--- src/hw/rtl/mwd_pkg.sv ---
// Shared types and constants for the multiword divide-by-word block.
// No dependencies; compile first.
package mwd_pkg;

  localparam int DATA_W = 64;

  // Status of the iterative divider as seen by the sequencer.
  typedef struct packed {
    logic busy;
    logic done;
  } div_stat_t;

endpackage

--- src/hw/rtl/mwd_if.sv ---
// Valid/ready channel interfaces for dividend words and quotient results.
// Depends on mwd_pkg.
interface mwd_in_if import mwd_pkg::*; ();
  logic              valid;
  logic              ready;
  logic [DATA_W-1:0] word_in;
  logic              last_word;

  modport source (output valid, output word_in, output last_word, input ready);
  modport sink   (input valid, input word_in, input last_word, output ready);
endinterface

interface mwd_out_if import mwd_pkg::*; ();
  logic              valid;
  logic              ready;
  logic [DATA_W-1:0] quotient_word;
  logic [DATA_W-1:0] remainder;
  logic              last_out;
  logic              divide_by_zero;

  modport source (output valid, output quotient_word, output remainder,
                  output last_out, output divide_by_zero, input ready);
  modport sink   (input valid, input quotient_word, input remainder,
                  input last_out, input divide_by_zero, output ready);
endinterface

--- src/hw/rtl/multiword_divide_by_word.sv ---
// Top level: multiword number divided by a one-word divisor register.
// Depends on mwd_pkg, mwd_if and mwd_div_unit.
//
//  channel   dir  contents
//  din       in   word_in, last_word (most significant word first)
//  dout      out  quotient_word, remainder, last_out, divide_by_zero
//  cfg       in   cfg_we / cfg_data write the divisor
//
// A word passes through the shared restoring divider, one quotient bit per
// cycle. When the running remainder is not below the divisor, a reduction
// pass through the same divider runs first. A zero divisor bypasses the divider.
// din is ready only while the sequencer is idle; the output register holds a
// result until taken, and a new word is accepted meanwhile.
// rst clears the sequencer, the running remainder and sets the divisor to 1.
module multiword_divide_by_word import mwd_pkg::*; #(
  parameter int WORD_BITS = 64
) (
  input  logic              clk,
  input  logic              rst,
  input  logic              cfg_we,
  input  logic [DATA_W-1:0] cfg_data,
  mwd_in_if.sink            din,
  mwd_out_if.source         dout
);

  typedef enum logic [3:0] {
    S_IDLE   = 4'b0001,
    S_REDUCE = 4'b0010,
    S_DIVIDE = 4'b0100,
    S_EMIT   = 4'b1000
  } state_t;

  state_t state, state_next;

  logic [WORD_BITS-1:0] divisor;
  logic [WORD_BITS-1:0] partial_remainder;
  logic [WORD_BITS-1:0] word;
  logic                 last_r;
  logic [WORD_BITS-1:0] res_q;
  logic [WORD_BITS-1:0] res_r;
  logic                 res_dz;

  logic                 out_valid;
  logic [WORD_BITS-1:0] out_q;
  logic [WORD_BITS-1:0] out_r;
  logic                 out_last;
  logic                 out_dz;

  logic                 accept;
  logic                 dz;
  logic [WORD_BITS-1:0] w_in;
  logic                 load;

  logic                 start;
  logic [WORD_BITS-1:0] start_hi;
  logic [WORD_BITS-1:0] start_lo;
  logic [WORD_BITS-1:0] div_q;
  logic [WORD_BITS-1:0] div_r;
  div_stat_t            div_stat;

  assign din.ready = (state == S_IDLE);
  assign accept    = din.valid && din.ready;
  assign w_in      = din.word_in[WORD_BITS-1:0];
  assign dz        = (divisor == '0);
  assign load      = (state == S_EMIT) && (!out_valid || dout.ready);

  always_ff @(posedge clk) begin
    if (rst) begin
      divisor <= WORD_BITS'(1);
    end else if (cfg_we) begin
      divisor <= cfg_data[WORD_BITS-1:0];
    end
  end

  // Sequencer: pick operands for the shared divider.
  always_comb begin
    state_next = state;
    start      = 1'b0;
    start_hi   = partial_remainder;
    start_lo   = w_in;
    unique case (state)
      S_IDLE: begin
        if (accept) begin
          if (dz) begin
            state_next = S_EMIT;
          end else if (partial_remainder >= divisor) begin
            // reduce the stale remainder modulo the new divisor first
            start      = 1'b1;
            start_hi   = '0;
            start_lo   = partial_remainder;
            state_next = S_REDUCE;
          end else begin
            start      = 1'b1;
            state_next = S_DIVIDE;
          end
        end
      end
      S_REDUCE: begin
        if (div_stat.done) begin
          start      = 1'b1;
          start_hi   = div_r;
          start_lo   = word;
          state_next = S_DIVIDE;
        end
      end
      S_DIVIDE: begin
        if (div_stat.done) begin
          state_next = S_EMIT;
        end
      end
      S_EMIT: begin
        if (load) begin
          state_next = S_IDLE;
        end
      end
      default: state_next = S_IDLE;
    endcase
  end

  always_ff @(posedge clk) begin
    if (rst) begin
      state             <= S_IDLE;
      partial_remainder <= '0;
      out_valid         <= 1'b0;
    end else begin
      state <= state_next;
      if (load) begin
        out_valid <= 1'b1;
        if (last_r) begin
          partial_remainder <= '0;
        end else if (!res_dz) begin
          partial_remainder <= res_r;
        end
      end else if (dout.ready) begin
        out_valid <= 1'b0;
      end
    end
  end

  always_ff @(posedge clk) begin
    if (accept) begin
      word   <= w_in;
      last_r <= din.last_word;
      res_dz <= dz;
      res_q  <= w_in;
      res_r  <= '1;
    end else if (state == S_DIVIDE && div_stat.done) begin
      res_q <= div_q;
      res_r <= div_r;
    end
    if (load) begin
      out_q    <= res_q;
      out_r    <= res_r;
      out_last <= last_r;
      out_dz   <= res_dz;
    end
  end

  mwd_div_unit #(
    .WORD_BITS (WORD_BITS)
  ) u_div (
    .clk  (clk),
    .rst  (rst),
    .start(start),
    .hi   (start_hi),
    .lo   (start_lo),
    .d    (divisor),
    .quot (div_q),
    .rem  (div_r),
    .stat (div_stat)
  );

  assign dout.valid          = out_valid;
  assign dout.quotient_word  = DATA_W'(out_q);
  assign dout.remainder      = DATA_W'(out_r);
  assign dout.last_out       = out_last;
  assign dout.divide_by_zero = out_dz;

  a_start_idle: assert property (@(posedge clk) disable iff (rst)
    start |-> !div_stat.busy)
    else $error("divider started while busy");

  a_done_state: assert property (@(posedge clk) disable iff (rst)
    div_stat.done |-> (state == S_REDUCE || state == S_DIVIDE))
    else $error("divider finished outside a divide pass");

  a_dz_rem: assert property (@(posedge clk) disable iff (rst)
    (out_valid && out_dz) |-> (out_r == '1))
    else $error("zero divisor result without all-ones remainder");

  a_last_clear: assert property (@(posedge clk) disable iff (rst)
    (load && last_r) |=> (partial_remainder == '0))
    else $error("remainder not cleared after last word");

endmodule

--- src/hw/rtl/mwd_div_unit.sv ---
// Radix-2 restoring divider: (hi:lo) / d with hi < d, one quotient bit per cycle.
// Depends on mwd_pkg.
module mwd_div_unit import mwd_pkg::*; #(
  parameter int WORD_BITS = 64
) (
  input  logic                 clk,
  input  logic                 rst,
  input  logic                 start,
  input  logic [WORD_BITS-1:0] hi,
  input  logic [WORD_BITS-1:0] lo,
  input  logic [WORD_BITS-1:0] d,
  output logic [WORD_BITS-1:0] quot,
  output logic [WORD_BITS-1:0] rem,
  output div_stat_t            stat
);

  localparam int CW = (WORD_BITS > 1) ? $clog2(WORD_BITS) : 1;

  logic [WORD_BITS-1:0] t;
  logic [WORD_BITS-1:0] q;
  logic [WORD_BITS-1:0] dividend;
  logic [WORD_BITS-1:0] dsr;
  logic [CW-1:0]        cnt;
  logic                 busy;
  logic                 done;

  logic                 carry;
  logic [WORD_BITS-1:0] t_sh;
  logic [WORD_BITS-1:0] t_sub;
  logic                 take;

  always_comb begin
    carry = t[WORD_BITS-1];
    t_sh  = {t[WORD_BITS-2:0], dividend[WORD_BITS-1]};
    t_sub = t_sh - dsr;
    take  = carry || (t_sh >= dsr);
  end

  always_ff @(posedge clk) begin
    if (rst) begin
      busy <= 1'b0;
      done <= 1'b0;
      cnt  <= '0;
    end else begin
      done <= 1'b0;
      if (start) begin
        busy <= 1'b1;
        cnt  <= CW'(WORD_BITS - 1);
      end else if (busy) begin
        cnt <= cnt - 1'b1;
        if (cnt == '0) begin
          busy <= 1'b0;
          done <= 1'b1;
        end
      end
    end
  end

  always_ff @(posedge clk) begin
    if (start) begin
      t        <= hi;
      dividend <= lo;
      dsr      <= d;
    end else if (busy) begin
      dividend <= dividend << 1;
      if (take) begin
        t <= t_sub;
        q <= {q[WORD_BITS-2:0], 1'b1};
      end else begin
        t <= t_sh;
        q <= {q[WORD_BITS-2:0], 1'b0};
      end
    end
  end

  assign quot      = q;
  assign rem       = t;
  assign stat.busy = busy;
  assign stat.done = done;

endmodule
--- src/flat_wrapper.sv ---
// flat-port wrapper written by rule: the top's interface ports become plain ports
module multiword_divide_by_word_flat import mwd_pkg::*;
#(
  parameter int WORD_BITS = 64
)
  (clk, rst, cfg_we, cfg_data, din_valid, din_word_in, din_last_word, din_ready, dout_valid, dout_quotient_word, dout_remainder, dout_last_out, dout_divide_by_zero, dout_ready);
  mwd_in_if din_i ();
  mwd_out_if dout_i ();
  input  logic clk;
  input  logic rst;
  input  logic cfg_we;
  input  logic [DATA_W-1:0] cfg_data;
  input wire logic [$bits(din_i.valid)-1:0] din_valid;
  input wire logic [$bits(din_i.word_in)-1:0] din_word_in;
  input wire logic [$bits(din_i.last_word)-1:0] din_last_word;
  output wire logic [$bits(din_i.ready)-1:0] din_ready;
  output wire logic [$bits(dout_i.valid)-1:0] dout_valid;
  output wire logic [$bits(dout_i.quotient_word)-1:0] dout_quotient_word;
  output wire logic [$bits(dout_i.remainder)-1:0] dout_remainder;
  output wire logic [$bits(dout_i.last_out)-1:0] dout_last_out;
  output wire logic [$bits(dout_i.divide_by_zero)-1:0] dout_divide_by_zero;
  input wire logic [$bits(dout_i.ready)-1:0] dout_ready;
  assign din_i.valid = din_valid;
  assign din_i.word_in = din_word_in;
  assign din_i.last_word = din_last_word;
  assign din_ready = din_i.ready;
  assign dout_valid = dout_i.valid;
  assign dout_quotient_word = dout_i.quotient_word;
  assign dout_remainder = dout_i.remainder;
  assign dout_last_out = dout_i.last_out;
  assign dout_divide_by_zero = dout_i.divide_by_zero;
  assign dout_i.ready = dout_ready;
  multiword_divide_by_word #(.WORD_BITS(WORD_BITS)) u_core (.clk(clk), .rst(rst), .cfg_we(cfg_we), .cfg_data(cfg_data), .din(din_i), .dout(dout_i));
endmodule
--- config.mk ---
export PLATFORM = sky130hd
export DESIGN_NAME = multiword_divide_by_word_flat
export DESIGN_NICKNAME = d
export VERILOG_FILES = /design/src/hw/rtl/mwd_pkg.sv /design/src/hw/rtl/mwd_if.sv /design/src/hw/rtl/multiword_divide_by_word.sv /design/src/hw/rtl/mwd_div_unit.sv /design/src/flat_wrapper.sv
export SDC_FILE = /design/constraint.sdc
export NUM_CORES = 1
export LEC_CHECK = 0
export ABC_AREA = 1
export ABC_CLOCK_PERIOD_IN_PS = 20200
export BUFFER_PORTS_ARGS = -buffer_cell sky130_fd_sc_hd__buf_2
export CAP_MARGIN = 20
export CORE_MARGIN = 2
export CORE_UTILIZATION = 45
export CTS_CLUSTER_SIZE = 20
export DETAILED_ROUTE_END_ITERATION = 10
export MAX_ROUTING_LAYER = met4
export PLACE_DENSITY = 0.66
export SLEW_MARGIN = 20
export SYNTH_ARGS = -nofsm -noshare
export SYNTH_HDL_FRONTEND = slang
export SYNTH_HIERARCHICAL = 1
export SYNTH_SLANG_ARGS = --single-unit
--- constraint.sdc ---
create_clock -name clk -period 20.2 [get_ports clk]
set_input_delay 5.05 -clock clk [delete_from_list [all_inputs] [get_ports clk]]
set_output_delay 5.05 -clock clk [all_outputs]
set_load 0.05 [all_outputs]
# Word level (Yosys, flattened, before mapping)
# Cells that the tools add are included.
[totals] reg_bits=721 output_inout_bits=132
[classes] addsub=2 n_lt_le_gt_ge=2 eq_ne=10 n_mux=39 bitwise_logic=2 n_reduce_logical=16
[op_table] op="two-way mux 64 bit" count=17
[op_table] op="case mux 64 bit (2 select lines)" count=2
[op_table] op="greater-or-equal comparator 64 bit" count=2
[op_table] op="logical NOT 64 bit" count=1
[op_table] op="subtractor 64 bit" count=1
[op_table] op="two-way mux 4 bit" count=5
[op_table] op="case mux 4 bit (4 select lines)" count=1
[op_table] op="two-way mux 6 bit" count=2
[op_table] op="two-way mux 1 bit" count=10
[op_table] op="logical NOT 6 bit" count=1
[op_table] op="inequality test 2 bit, second input constant" count=3
[op_table] op="AND reduction 2 bit" count=3
[op_table] op="nonzero test 2 bit" count=3
[op_table] op="subtractor 6 x 1 -> 6 bit, second input constant" count=1
[op_table] op="equality test 4 x 1 -> 1 bit, second input constant" count=1
[op_table] op="equality test 4 x 2 -> 1 bit, second input constant" count=1
[op_table] op="equality test 4 x 3 -> 1 bit, second input constant" count=1
[op_table] op="equality test 4 bit, second input constant" count=1
[op_table] op="inequality test 2 x 1 -> 1 bit, second input constant" count=2
[op_table] op="AND reduction 4 bit" count=1
[op_table] op="logical AND 1 bit" count=3
[op_table] op="two-way mux 3 bit" count=1
[op_table] op="inequality test 3 bit, second input constant" count=1
[op_table] op="OR reduction 3 bit" count=1
[op_table] op="4 further kinds" count=6

# Longest topological paths before layout
# Gate-level depths: netlist (run 1).
[depth] depth_word=6 depth_mapped=23 ltp_nobuf=21

# Cells and area by module
# Netlist (run 1), hierarchy kept.
[by_module_without_submodules] module="multiword_divide_by_word" instances=1 cells_each=2325 area_per_inst_um2=20806.2 seq_area_each_um2=11751.3
[by_module_without_submodules] module="mwd_div_unit" instances=1 cells_each=2299 area_per_inst_um2=17060.1 seq_area_each_um2=7847.5

# Worst setup path after synthesis (run 1)
# No wires, ideal clock.
[synth_path] path_kind="input -> register" startpoint="input dout_ready" endpoint="register u_core.partial_remainder[0]" setup_ps=86 arrival_ps=18688 t_required_ps=20114 slack_ps=1427 stages=6 path_buffers=2 path_cell_list="nor2_1 nor4_1 nand2_1 clkbuf_1 clkbuf_1 a211oi_1"
[synth_via] elab_chain_len=3
[synth_lines] element="start, declared" line_no="flat_wrapper.sv:22" rtl="input wire logic [$bits(dout_i.ready)-1:0] dout_ready;"
[synth_lines] element="logical OR 1 bit" line_no="multiword_divide_by_word.sv:65" rtl="assign load = (state == S_EMIT) && (!out_valid || dout.ready);"
[synth_lines] element="logical AND 1 bit" line_no="multiword_divide_by_word.sv:65"
[synth_lines] element="net u_core.load" line_no="multiword_divide_by_word.sv:52" rtl="logic load;"
[synth_lines] element="AND reduction 2 bit (no line)"
[synth_lines] element="end signal, assigned" line_no="multiword_divide_by_word.sv:132" rtl="partial_remainder <= res_r;"
[synth_lines] element="end, declared" line_no="multiword_divide_by_word.sv:36" rtl="logic [WORD_BITS-1:0] partial_remainder;"
# The timed path passes the listed nets, and every way through them passes these cells.
# A chain may end at the register's enable or synchronous reset.

==> metrics, run 1 <==
status complete, no violations; Cell Chain, Critical Path buf_2 -> buf_4 -> clkinv_2 -> o21ai_0 -> a21oi_1; Hold WS 0.4170 ns; placed wire-length estimate 86700 um; CTS buffer count 78; CTS tree done; VDD IR max 0.1372 mV; Worst-Skew Late Latency 0.65 ns; postcts setup bufs 0; io pins 266; worst min path class reg2reg; DIE AREA 86470 um2; die height 294.1 um; root cell of the clock tree clkbuf_16; setup TNS 0 ns; Peak Freq 0.1351 GHz; Die Wd 294.1 um; clk buf depth 3; Layout area overhead 12.62%; CTS resizes 0; Power Internal 3.842 mW; Cell Count, Final, Fillers Out 5932; vias in the first global route 29380; actual slew at the worst max-slew pin 1.326 ns; core outline area 83420 um2; # setup viols final 0; routability cong. 0.9854; clock power share 0.216; port bufs 265; Worst-path clk slew 0.07 ns; first-pass GRT wire length 182000 um; Initial Util 0.4538; Cells after Synth 4623; unrepaired setup endpoints after global routing false; Min Clock Period, post-route 7.404 ns; Fin. Hold Viols 0; FILL cells 7931; Slew headroom 0.1079; synthesized area per cell 8.189 um2; Req. time, crit path 20.67 ns; CTS hold repair buffers 0; GRT overflow 0; Leakage 19.34 nW; via-per-instance ratio 5.378; sequential share of power 0.343; clk sinks 721; Setup CP Type in2reg; switch share 0.4460; Max-Cap Viols 0; All-Layer GR Usage 0.2854; initial DRC count 3347; DRC violations left 0; Avg WL per Cell 20.78 um; CP max FO 73; post-route setup slack 12.80 ns; pre-CTS WS 12.28 ns; CP Capture Type flop; slowest cell delay on critical path 1.09 ns; NumNets Final 5050; final clock skew 0.03486 ns; sw power 3.093 mW; share of cells above drive strength 1 0.1010; H-tree levels 3; router iterations before antenna repair 6; Final Max Slew Viols 0; std cell rows 106; CP arrival 7.87 ns; Mapped Nets 4888; drt total wl 123200 um; ANT nets after route 0; CP max-delay cell clkinv_2; DR vias 31900; Power Density 162.7 nW/um2; cell count after placement 5785; CP startpoint kind input port; Comb power frac 0.441; Mapped Area 37860 um2; final worst-path cycle share 0.3666; Synth Warn # 6; pin count of the biggest net entering global routing 144; initial antenna violation count 2
-- layout by cell type (no fill, tap or decap), drive strengths merged, types with 2 or more instances in the layout --
master,count
clkinvlp,7
inv,662
clkbuf,91
ha,130
a211oi,65
nand3b,56
nand3,471
and2,2
clkinv,36
buf,293
diode,2
bufinv,8
nor4,10
a22oi,64
dfxtp,205
xnor2,29
xor2,2
edfxtp,516
nor3,24
o21bai,2
a21oi,269
a21o,2
a31oi,2
o21ai,147
nor2,218
nand4,29
nand2,1502
-- worst max-delay path: cells and delay by family --
kind | cells | cell delay (ns)
buffers and inverters | 3 | 1.92
AO/OA/AOI/OAI | 2 | 0.85
-- per-stage QoR --
step	total power, mW	cell area [um2]	utilization
after global routing	7.340	42630	0.5111
after detailed placement	5.420	39930	0.4787
after floorplan	4.432	37860	-
after global placement	5.378	39930	0.4787
after CTS	6.925	42630	0.5110
final	6.935	42640	0.5111
-- per-layer routing --
layer,share of wire,GRT usage,vias up
li1,-,-,15472
met1,0.42,0.3718,14833
met2,0.47,0.4563,1355
met3,0.064,0.02764,240
met4,0.045,0.1212,0
met5,0,-,-
-- final cells by class --
| type | instances | area (um2) | area share |
|---|---|---|---|
| well taps | 1080 | 1351 | 0.03169 |
| multi-input cells | 3032 | 14950 | 0.3506 |
| clock buffers | 91 | 2083 | 0.04886 |
| inverters | 659 | 2486 | 0.05831 |
| diodes | 2 | 5.005 | 0.0001174 |
| clock inverters | 54 | 614.3 | 0.01441 |
| flip-flops and latches | 721 | 19600 | 0.4597 |
| repair buffers | 293 | 1549 | 0.03633 |
-- sequential cells by signal (all words and copies together) (netlist names) --
name,flops
u_core/u_div/busy,1
u_core/u_div/rem,64
u_core/dout.quotient_word,64
u_core/u_div/done,1
u_core/res_r,64
u_core/dout.valid,1
u_core/word,64
u_core/dout.last_out,1
u_core/partial_remainder,64
u_core/res_q,64
u_core/dout.divide_by_zero,1
u_core/u_div/cnt,6
u_core/res_dz,1
u_core/u_div/dsr,64
u_core/state,4
u_core/dout.remainder,64
u_core/last_r,1
u_core/u_div/dividend,64
u_core/divisor,64
u_core/u_div/quot,64
-- power groups by stage --
stage               Combinational, mW  Clock [mW]  Sequential, mW
floorplan                        2.07           0            2.36
global placement                 2.98           0            2.40
detailed placement               3.02           0            2.40
CTS                              3.03        1.52            2.37
global route                     3.37        1.57            2.40
finish                           3.06        1.50            2.38
-- final timing paths --
kind | startpoint | endpoint | slack (ns) | depth (start not counted)
worst min register to register | u_core/res_q[30] | u_core/dout.quotient_word[30] | 0.42 | 0
worst max register to register | u_core/divisor[1] | u_core/u_div/rem[49] | 15.49 | 12
worst min-delay path | u_core/res_q[30] | u_core/dout.quotient_word[30] | 0.42 | 0
worst max-delay path | rst | u_core/divisor[31] | 12.80 | 5
(Power assumes the default switching activity.)
==> run 2, diff against run 1 <==
Settings changed: ABC_CLOCK_PERIOD_IN_PS 20200 to 6700, PLACE_DENSITY 0.66 to 0.69.
Clock period 20.2 ns to 6.7 ns, I/O delays scaled along.
==> metrics, run 2 (synthesis gave the netlist of run 1 again) <==
cell count after placement 5789 (+0.069%); FILL cells 7834 (-1.2%); clk buf depth 3 (unchanged); core outline area 83420 um2 (unchanged); All-Layer GR Usage 0.2805 (-0.004937); GRT overflow 0 (unchanged); CTS buffer count 76 (-2.6%); Cell Chain, Critical Path inv_1 -> ha_1 -> nand2_1 -> nor2_1 -> nand2_1 -> nor2_1 -> nor2_1 -> nand2_1 -> nand2_1 -> nand2_1 -> nand2_1 -> nand2_2 -> buf_4 -> nand2_8 -> nand3_1 -> nand3_1 -> nand2_1 -> nand2_1; post-layout util 0.5109 (about the same); io pins 266 (unchanged); unrepaired setup endpoints after global routing false; final clock skew 0.04644 ns (+0.01158 ns); drt total wl 120200 um (-2.5%); commonest non-fill, non-tap cell in the layout nand2_1; cell area after layout 42620 um2 (about the same); router iterations before antenna repair 6 (unchanged); setup TNS 0 ns (unchanged); DIE AREA 86470 um2 (unchanged); NumNets Final 5052 (+0.040%); DR vias 32440 (+1.7%); Cell Count, Final, Fillers Out 5930 (-0.034%); sequential share of power 0.345 (+0.002); Worst-path clk slew 0.06 ns (about the same); VDD IR max 0.3843 mV (+180%); Power Internal 11.49 mW (+200%); placed wire-length estimate 85480 um (-1.4%); Avg WL per Cell 20.27 um (-2.4%); clock power share 0.214 (-0.002); placement-stage cell area 39980 um2 (+0.13%); CP arrival 4.72 ns (-3.15 ns); Worst-Skew Late Latency 0.66 ns (about the same); most frequent cells in the layout 1486 x nand2_1, 644 x inv_1, 516 x edfxtp_1, 458 x nand3_1, 267 x a21oi_1; initial DRC count 3452 (+3.1%); std cell rows 106 (unchanged); Max-Cap Viols 0 (unchanged); switch share 0.4444 (-0.001608); ANT nets after route 0 (unchanged); worst min path class reg2reg; root cell of the clock tree clkbuf_16; most used cell along the critical path nand2_1; Fin. Hold Viols 0 (unchanged); status complete, no violations; DRC violations left 0 (unchanged); via-per-instance ratio 5.470 (+1.7%); final worst-path cycle share 0.6449; pin count of the biggest net entering global routing 130 (-9.7%); Setup CP Type reg2reg; CTS resizes 0 (unchanged); Final Max Slew Viols 0 (unchanged); postcts setup bufs 0 (unchanged); slowest cell delay on critical path 0.76 ns (-0.33 ns); Req. time, crit path 7.10 ns (-13.57 ns); H-tree levels 3 (unchanged); Slew headroom 0.2668 (+0.1589); Peak Freq 0.2315 GHz; CP startpoint kind flop; # setup viols final 0 (unchanged); CTS hold repair buffers 0 (unchanged); routability cong. 0.9975 (+1.2%); first-pass GRT wire length 180500 um (-0.81%); actual slew at the worst max-slew pin 1.100 ns (-0.2261 ns); Layout area overhead 12.58% (about the same); Leakage 19.32 nW (about the same); vias in the first global route 30044 (+2.3%); Min Clock Period, post-route 4.321 ns; CTS tree done; Power Density 485.2 nW/um2 (+200%); Diodes inserted 0 (-2); Die Wd 294.1 um (unchanged); CP Capture Type flop; total power draw 20.68 mW (+200%); post-route setup slack 2.379 ns (-10.42 ns); pre-CTS WS 2.116 ns (-10.17 ns); clk sinks 721 (unchanged); sw power 9.191 mW (+200%); die height 294.1 um (unchanged); CP max FO 129 (+77%); Comb power frac 0.441 (about the same); Initial Util 0.4538 (unchanged); port bufs 265 (unchanged); Hold WS 0.4173 ns (+0.0003610 ns); initial antenna violation count 0 (-2); share of cells above drive strength 1 0.1000 (-0.001031); CP max-delay cell nand2_8
run 2: cell types whose count changed in the layout (fill, tap and decap cells not counted), sizes merged:
cell      previous run  this run
clkinvlp             7         5
diode                2         0
bufinv               8         6
buf                293       297
clkinv              36        27
inv                662       663
clkbuf              91        99
run 2: worst max-delay path: cells and delay by family, from the launching register on:
kind          cells  cell delay [ns]
fa+ha+maj         1             0.31
buf+inv           2             0.71
flops             1             0.46
simple gates     15             2.51
run 2: final timing paths:
| kind | startpoint | to | slack (ns) | depth (start not counted) |
|---|---|---|---|---|
| max | u_core/divisor[15] | u_core/u_div/rem[10] | 2.38 | 18 |
| max reg2reg | u_core/divisor[15] | u_core/u_div/rem[10] | 2.38 | 18 |
| min reg2reg | u_core/res_q[5] | u_core/dout.quotient_word[5] | 0.42 | 0 |
| min | u_core/res_q[5] | u_core/dout.quotient_word[5] | 0.42 | 0 |
run 2: cell type report:
| cell class | count | area, um2 | share of cell area |
|---|---|---|---|
| flip-flops and latches | 721 | 19600 | 0.4598 |
| multi-input cells | 3032 | 14960 | 0.3509 |
| inverters | 659 | 2487 | 0.05836 |
| clock buffers | 99 | 2078 | 0.04876 |
| repair buffers | 297 | 1595 | 0.03743 |
| well taps | 1080 | 1351 | 0.03171 |
| clock inverters | 42 | 553.0 | 0.01298 |
run 2: power groups by stage:
stage          logic, mW  registers [mW]  clock network [mW]
2_1_floorplan       6.26            7.06                   0
3_3_place_gp        8.84            7.19                   0
3_5_place_dp        8.95            7.20                   0
4_1_cts             9.00            7.13                4.48
5_1_grt             10.1            7.22                4.64
6_report            9.11            7.14                4.43
run 2: per-layer routing:
layer / vias to the layer above / global-route usage / wire length (um) / share of wire
li1: 15454 / - / - / -
met1: 15324 / 0.3614 / 49830 / 0.41
met2: 1398 / 0.4569 / 56860 / 0.47
met3: 264 / 0.03248 / 8633 / 0.072
met4: 0 / 0.1024 / 4884 / 0.041
met5: - / - / 0 / 0
